File: src/rtl/rpc_pkg.sv
// ----------------------------------------------------------------------------
// rpc_pkg: shared types for the relation property checker
// Transfer payloads, the lane control and status groups, the sequencer
// states and a bit pick helper used by the lanes.
// ----------------------------------------------------------------------------
package rpc_pkg;

  localparam int unsigned RowW = 16;
  localparam int unsigned SizeW = 5;
  localparam logic [SizeW-1:0] SizeReset = SizeW'(16);

  // one input transfer: a matrix row and the end marker
  typedef struct packed {
    logic [RowW-1:0] row_bits;
    logic            last_row;
  } in_t;

  // one result transfer
  typedef struct packed {
    logic is_symmetric;
    logic is_reflexive;
    logic is_transitive;
  } out_t;

  // control broadcast to every lane
  typedef struct packed {
    logic clear;
    logic step;
  } lane_ctrl_t;

  // what one lane found about its row
  typedef struct packed {
    logic sym;
    logic refl;
    logic trans;
  } lane_stat_t;

  typedef enum logic [1:0] {
    ST_IDLE,
    ST_EVAL,
    ST_DONE
  } state_e;

  // bit idx of a row, zero for columns the row cannot carry
  function automatic logic bit_at(logic [RowW-1:0] v, logic [31:0] idx);
    logic b;
    b = 1'b0;
    if (idx < 32'(RowW)) begin
      b = v[idx[3:0]];
    end
    return b;
  endfunction

endpackage

File: src/rtl/rpc_lane.sv
// ----------------------------------------------------------------------------
// rpc_lane: one matrix row and its share of the property tests
// Holds row LANE, and while the sequencer walks k it checks symmetry against
// the broadcast row k and collects the two-step reach of this row.
// ----------------------------------------------------------------------------
module rpc_lane import rpc_pkg::*; #(
  parameter int unsigned MAX_N = 16,
  parameter int unsigned LANE  = 0
) (
  input  logic                         clk_i,
  input  logic                         rst_ni,
  input  logic                         wr_en_i,
  input  logic [RowW-1:0]              wr_data_i,
  input  logic [$clog2(MAX_N+1)-1:0]   count_i,
  input  logic [$clog2(MAX_N+1)-1:0]   size_i,
  input  logic [RowW-1:0]              col_mask_i,
  input  lane_ctrl_t                   ctrl_i,
  input  logic [$clog2(MAX_N)-1:0]     k_i,
  input  logic [RowW-1:0]              bcast_i,
  output logic [RowW-1:0]              row_o,
  output lane_stat_t                   stat_o
);

  logic [RowW-1:0] row_q;
  logic [RowW-1:0] reach_q, reach_d;
  logic            sym_q, sym_d;
  logic            active;
  logic            present;
  logic            bit_ik;
  logic            bit_ki;

  // row storage, payload only
  always_ff @(posedge clk_i) begin
    if (wr_en_i) begin
      row_q <= wr_data_i;
    end
  end

  // rows that never arrived or lie beyond the size read as zero
  assign active  = 32'(LANE) < 32'(size_i);
  assign present = active && (32'(LANE) < 32'(count_i));
  assign row_o   = present ? (row_q & col_mask_i) : '0;

  assign bit_ik = bit_at(row_o, 32'(k_i));
  assign bit_ki = bit_at(bcast_i, 32'(LANE));

  // per step accumulation
  always_comb begin
    sym_d   = sym_q;
    reach_d = reach_q;
    if (ctrl_i.clear) begin
      sym_d   = 1'b1;
      reach_d = '0;
    end else if (ctrl_i.step) begin
      sym_d = sym_q & (bit_ik == bit_ki);
      if (bit_ik) begin
        reach_d = reach_q | bcast_i;
      end
    end
  end

  always_ff @(posedge clk_i or negedge rst_ni) begin
    if (!rst_ni) begin
      sym_q   <= 1'b1;
      reach_q <= '0;
    end else begin
      sym_q   <= sym_d;
      reach_q <= reach_d;
    end
  end

  // lanes outside the size pass every test
  assign stat_o.sym   = !active | sym_q;
  assign stat_o.refl  = !active | bit_at(row_o, 32'(LANE));
  assign stat_o.trans = !active | ((reach_q & ~row_o) == '0);

endmodule

File: config.mk
export PLATFORM = sky130hd
export DESIGN_NAME = rpc_lane
export DESIGN_NICKNAME = d
export VERILOG_FILES = /design/src/rtl/rpc_pkg.sv /design/src/rtl/rpc_lane.sv
export SDC_FILE = /design/constraint.sdc
export NUM_CORES = 1
export LEC_CHECK = 0
export BUFFER_PORTS_ARGS = -buffer_cell sky130_fd_sc_hd__buf_2
export CORE_MARGIN = 2
export CORE_UTILIZATION = 49
export DETAILED_ROUTE_END_ITERATION = 6
export PLACE_DENSITY_LB_ADDON = 0.05
export RECOVER_POWER = 25
export SYNTH_ARGS = -nofsm -noshare
export SYNTH_HDL_FRONTEND = slang
export SYNTH_SLANG_ARGS = --single-unit
File: constraint.sdc
create_clock -name clk_i -period 6.25 [get_ports clk_i]
set_input_delay 1.25 -clock clk_i [delete_from_list [all_inputs] [get_ports clk_i]]
set_output_delay 1.25 -clock clk_i [all_outputs]
set_load 0.02 [all_outputs]
==> out/metrics.cfg, run 1 <==
[sta]
worst_pin_slew_ns = 1.026
timing_max_transition_violations_final = 0
max_slew_margin_pct = 31.63
finalSetupTns_ns = 0
fmax_ghz = 0.2159
grt_setup_unrepaired = false
hold_viol = 0
period_share_pct = 74.12
fin_skew_ns = 0.009086
min_period_ns = 4.632
finalSetupViolCount = 0

[place]
place_congestion = 0.8504
io_buffers = 85
dp_cells = 297
place_hpwl_mm = 3.324

[worst_setup_path]
cp_max_fo = 19
cp_common_cell = buf_2
end_kind = output pin
critPathSlowestCell = or4_1
startpoint_type = primary input
path_buf_inv = 2
rrSetupSlack_ns = 3.86
cp_data_required_time_ns = 5.00
crit_arrival_ns = 3.38
reg2reg_depth = 5
reg2reg_from = row_q[6]
worst-setup-path-type = in2out
crit_chain = buf_2, or4_1, nor2_2, or2_2, o21a_1, nor4_1, a21o_1, buf_2
crit_family = simple AND/OR/NAND/NOR gates
worstReg2RegEnd = sym_q
slowest_delay_ns = 0.53

[synthesis]
syn_nets = 244
syn_area_um2 = 1784
synth.most_common_cell = a21oi_1
synthTopCellsByArea = edfxtp_1 (27%), dfrtp_1 (22%), o211ai_1 (6.3%)
yosysWarnings = 0
ys_async_sr_fraction_pct = 51.52
synthCells = 177
ys_ff_latch = 33
synth_flop_cell = edfxtp_1
yosysSeqAreaShare_pct = 50.84
synth_commonest_cells = a21oi_1 (20), nor2_1 (18), inv_1 (17), nand2_1 (17)
synthDistinctLibCells = 34
synth.avg_cell_area_um2 = 10.08
synth_top_area_cell = edfxtp_1
synth-edff-count = 16
yosysTopAreaCellShare_pct = 26.93

[power_and_ir_drop]
powerDensity_nw_per_um2 = 216.0
leakage_uw = 0.001042
vdd_drop_max_mv = 0.1502

[grt]
overflow = 0
grt_first_pass_wirelength_mm = 6.831
antenna_found_initial = 0
grt_max_degree = 20
first_global_vias = 1529
grt_usage_pct = 21.50

[routing]
drt-initial-drc-count = 92
drc = 0
wl_per_cell_um = 13.82
dr.pass1.iters = 4
vias = 1627
antenna_left = 0
vias_per_cell = 5.334
totalWireLength_mm = 4.215

[clocking]
cts.sinks = 33
clk_path_buf_depth = 2
cts_root_buf = clkbuf_4
path_clk_slew_ns = 0.10
clock_latency_ns = 0.32
cts_setup_buffers = 0
cts_tree = yes
hold_buffers = 0
cts_resized = 0
htreeDepth = 2
cts_made_buffers = 5

[finish]
areaGrowthSynthToFinish_pct = 26.72
finalNonFillerCells = 305
diodes = 0
layout-drive-gt1-share_pct = 40.15
layout.nets = 325

[floorplan]
start_util_pct = 52.23
dieArea_um2 = 4140
die_y_um = 64.34
ios = 86
chipWidth_um = 64.34
num_rows = 21
design.core.area_um2 = 3416

[status]
status = complete, no violations

[min_path]
whs_path_depth = 2
holdPathEnd = sym_q
min_from = sym_q
worst_hold_path_type = reg2reg

[job]
drv_cap = 0

[layer usage]
layer | GRT usage, % | wire length, µm | vias up
li1 | - | - | 810
met1 | 27.68 | 1756 | 746
met2 | 35.42 | 2063 | 69
met3 | 7.042 | 376 | 2
met4 | 4.787 | 20 | 0
met5 | 0 | 0 | -
[where the power goes]
| part | leakage, µW | switching (µW) | total [µW] | internal [µW] |
|---|---|---|---|---|
| Combinational | 0.000616 | 61.9 | 105 | 42.7 |
| Clock | 0.0000413 | 67.3 | 132 | 65.2 |
| Sequential | 0.000385 | 6.43 | 251 | 245 |
| Total | 0.00104 | 136 | 488 | 353 |
[layout make-up]
| cell class | instances | area [µm²] |
|---|---|---|
| clock buffers | 7 | 65.06 |
| repair buffers | 85 | 424.2 |
| well taps | 46 | 57.56 |
| multi-input cells | 115 | 734.5 |
| flip-flops and latches | 33 | 907.1 |
| inverters | 18 | 67.56 |
| clock inverters | 1 | 5.005 |
| fillers | 301 | 1155 |
[sequential cells by signal, indices dropped and copies added (netlist names)]
signal	cells
sym_q	1
reach_q	16
row_q	16
[through the flow]
step / total power [µW] / hold slack, ns / utilization (%) / setup slack [ns] / instance area, µm²
2_1_floorplan: 318.5 / 0.4674 / - / 2.268 / 1784
3_3_place_gp: 359.6 / 0.4971 / 64.18 / 1.715 / 2192
3_5_place_dp: 360.6 / 0.4994 / 64.18 / 1.654 / 2192
4_1_cts: 494.1 / 0.5135 / 66.23 / 1.636 / 2262
5_1_grt: 516.2 / 0.5314 / 66.19 / 1.496 / 2261
6_report: 488.3 / 0.5028 / 66.19 / 1.618 / 2261
[tightest hold or removal path: stages (launching register included)]
cell and delay (ns):
dfstp_2 0.38, nor2_1 0.08, a311oi_1 0.05
[cells by family (layout without fill, tap and decap cells)]
| logic type | Yosys count | after routing | synth area share (%) |
|---|---|---|---|
| buffers and inverters | 29 | 111 | 7.993 |
| AND/OR/NAND/NOR | 55 | 55 | 14.45 |
| AO/OA/AOI/OAI | 58 | 58 | 24.19 |
| flip-flops | 33 | 33 | 50.84 |
| multiplexers | 2 | 2 | 2.524 |
[how the worst max path moves through the flow]
stage | startpoint | to | depth (start not counted)
after detailed placement | count_i[3] | stat_o[0] | 8
after global placement | count_i[3] | stat_o[0] | 8
final | count_i[3] | stat_o[0] | 8
after CTS | count_i[3] | stat_o[0] | 8
after global routing | count_i[3] | stat_o[0] | 8
after floorplan | count_i[3] | stat_o[0] | 7
[cells in the final DEF (no fill, tap or decap), types with 3 or more instances in the layout]
| cell | count |
|---|---|
| edfxtp_1 | 16 |
| buf_2 | 84 |
| nor2_1 | 18 |
| or2_2 | 3 |
| clkbuf_4 | 5 |
| inv_1 | 17 |
| nand2_1 | 17 |
| nand4_1 | 3 |
| dfrtp_1 | 16 |
| a21oi_1 | 20 |
| nor3_1 | 4 |
| o31ai_1 | 13 |
| o211ai_1 | 15 |
(Power assumes the default switching activity.)
==> inputs of run 2 (changes only) <==
- CORE_UTILIZATION: 49 -> 46
- clock period: 6.25 -> 4.4 ns (I/O delays scaled with it)
==> run 2 against run 1 <==
Compared with the run above:
- non-clock buffer count rose by 1
- die area rose by 6.1%
- sequential power rose by 43%
- worst setup slack got worse by 0.95 ns
- combinational power rose by 42%
- worst hold slack got worse by 0.0075 ns
- sequential share of layout area fell by 0.53 points
- routed wire length rose by 4.1%
- global-route usage fell by 0.86 points
- first-iteration DRC count rose by 4.3%
==> out/metrics.cfg, run 2 (synthesis results as in run 1) <==
[worst_setup_path]
critPathSlowestCell = or4_1
crit_chain = buf_2, or4_1, nor2_4, or2_2, o21a_1, nor4_1, a21o_1, buf_2
cp_max_fo = 19  ; unchanged
crit_arrival_ns = 2.85  ; -0.53 ns
cp_data_required_time_ns = 3.52  ; -1.48 ns
crit_family = simple AND/OR/NAND/NOR gates
worst-setup-path-type = in2out
slowest_delay_ns = 0.56  ; +0.03 ns
crit_cells = 8  ; unchanged
startpoint_type = primary input
reg2reg_depth = 5  ; unchanged
cp_common_cell = buf_2
end_kind = output pin
path_buf_inv = 2  ; unchanged

[clocking]
hold_buffers = 0  ; unchanged
clock_latency_ns = 0.28  ; -0.04 ns
clk_path_buf_depth = 2  ; unchanged
htreeDepth = 2  ; unchanged
path_clk_slew_ns = 0.07  ; -0.03 ns
cts.sinks = 33  ; unchanged
cts_made_buffers = 5  ; unchanged
cts_setup_buffers = 0  ; unchanged
cts_resized = 0  ; unchanged
cts_root_buf = clkbuf_8
cts_tree = yes

[power_and_ir_drop]
clockPowerShare_pct = 31.4  ; +4.3 points
switching_share_pct = 27.31  ; -0.47 points
p_int_uw = 536.6  ; +52%
vdd_drop_max_mv = 0.2306  ; +54%
seq_power_share_pct = 48.5  ; -3.0 points
p_sw_uw = 201.6  ; +49%
leakage_uw = 0.001052  ; +0.92%
powerDensity_nw_per_um2 = 322.2  ; +49%
combPwrFrac_pct = 20.2  ; -1.2 points

[sta]
grt_setup_unrepaired = false
finalSetupTns_ns = 0  ; unchanged
timing_max_transition_violations_final = 0  ; unchanged
max_slew_margin_pct = 33.01  ; +1.4 points
worst_pin_slew_ns = 1.005  ; -0.02065 ns
fmax_ghz = 0.2683
hold_viol = 0  ; unchanged
fin_skew_ns = 0.005209  ; -0.003877 ns
min_period_ns = 3.728
finalSetupViolCount = 0  ; unchanged
period_share_pct = 84.72

[grt]
grt_max_degree = 20  ; unchanged
first_global_vias = 1459  ; -4.6%
overflow = 0  ; unchanged
antenna_found_initial = 0  ; unchanged
grt_first_pass_wirelength_mm = 6.748  ; -1.2%
grt_usage_pct = 20.64  ; -0.86 points

[floorplan]
chipWidth_um = 66.28  ; +3.0%
num_rows = 22  ; +4.8%
design.core.area_um2 = 3689  ; +8.0%
start_util_pct = 48.37  ; -3.9 points
dieArea_um2 = 4393  ; +6.1%
ios = 86  ; unchanged
die_y_um = 66.28  ; +3.0%

[finish]
reg.largest.list = reach_q x16, row_q x16, sym_q x1
final_common_cell = buf_2
multi_input_area_um2 = 734.5  ; unchanged
areaGrowthSynthToFinish_pct = 28.40
n_fill_cell = 336  ; +12%
regArea_um2 = 907.1  ; unchanged
layout_common_cells = buf_2 (84), a21oi_1 (20), nor2_1 (18)
utilization_pct = 62.11  ; -4.1 points
layout-drive-gt1-share_pct = 39.62  ; -0.54 points
diodes = 0  ; unchanged
layout.nets = 326  ; +0.31%

[place]
place_hpwl_mm = 3.386  ; +1.9%
place_congestion = 0.7138  ; -16%
io_buffers = 85  ; unchanged

[routing]
drt-met1-wl_mm = 1.949  ; +11%
wl_met2_mm = 2.063  ; unchanged
dr_wl_met3_um = 342  ; -9.0%
vias_per_cell = 5.305  ; -0.55%
drc = 0  ; unchanged
totalWireLength_mm = 4.389  ; +4.1%
dr.pass1.iters = 4  ; unchanged
drt-initial-drc-count = 96  ; +4.3%
vias = 1634  ; +0.43%
top_layer = met4
wl_per_cell_um = 14.25  ; +3.1%
antenna_left = 0  ; unchanged

[min_path]
worst_hold_path_type = reg2reg
whs_path_depth = 2  ; unchanged

[job]
drv_cap = 0  ; unchanged

[status]
status = complete, no violations

[run 2: changes by cell type in the layout (fill, tap and decap cells not counted), sizes merged]
| cell | change |
|---|---|
| buf | +1 |
| clkbuf | +1 |
| clkinv | -1 |
[run 2: worst min-delay path, cell delays in order (launching register included)]
cell and delay (ns):
dfstp_2 0.37, nor2_1 0.08, a311oi_1 0.05
[run 2: per-stage QoR]
step | hold WS (ns) | setup slack (ns) | cells | instance area, µm² | power (µW)
finish | 0.4953 | 0.6722 | 308 | 2291 | 738.2
global route | 0.5339 | 0.5383 | 308 | 2291 | 776.5
CTS | 0.5007 | 0.6688 | 308 | 2292 | 743.3
detailed placement | 0.4921 | 0.6819 | 300 | 2202 | 513.2
global placement | 0.4920 | 0.7097 | 300 | 2202 | 511.5
floorplan | 0.4674 | 1.158 | 177 | 1784 | 452.4
[run 2: layout make-up]
type / count / share of cell area, %
Sequential cell: 33 / 39.60
Inverter: 18 / 2.949
Clock buffer: 8 / 3.932
Multi-Input combinational cell: 115 / 32.06
Timing Repair Buffer: 86 / 18.84
Tap cell: 48 / 2.622
[run 2: path summary, 6_finish.rpt]
| check | start | endpoint | slack, ns |
|---|---|---|---|
| min in group asynchronous | rst_ni | reach_q[14] | 0.71 |
| max | size_i[4] | stat_o[0] | 0.67 |
| min reg2reg | sym_q | sym_q | 0.50 |
| max reg2reg | row_q[11] | sym_q | 1.99 |
| min | sym_q | sym_q | 0.50 |
| max in group asynchronous | rst_ni | reach_q[15] | 3.13 |
[run 2: metal layers]
layer,vias up,GRT usage (%)
li1,808,-
met1,751,27.47
met2,71,32.63
met3,4,5.963
met4,0,6.122
met5,-,0
[run 2: power groups by stage]
stage / Sequential, µW / Clock [µW] / Combinational, µW
2_1_floorplan: 361 / 0 / 91.7
3_3_place_gp: 364 / 0 / 148
3_5_place_dp: 364 / 0 / 149
4_1_cts: 358 / 235 / 150
5_1_grt: 360 / 252 / 165
6_report: 358 / 232 / 149
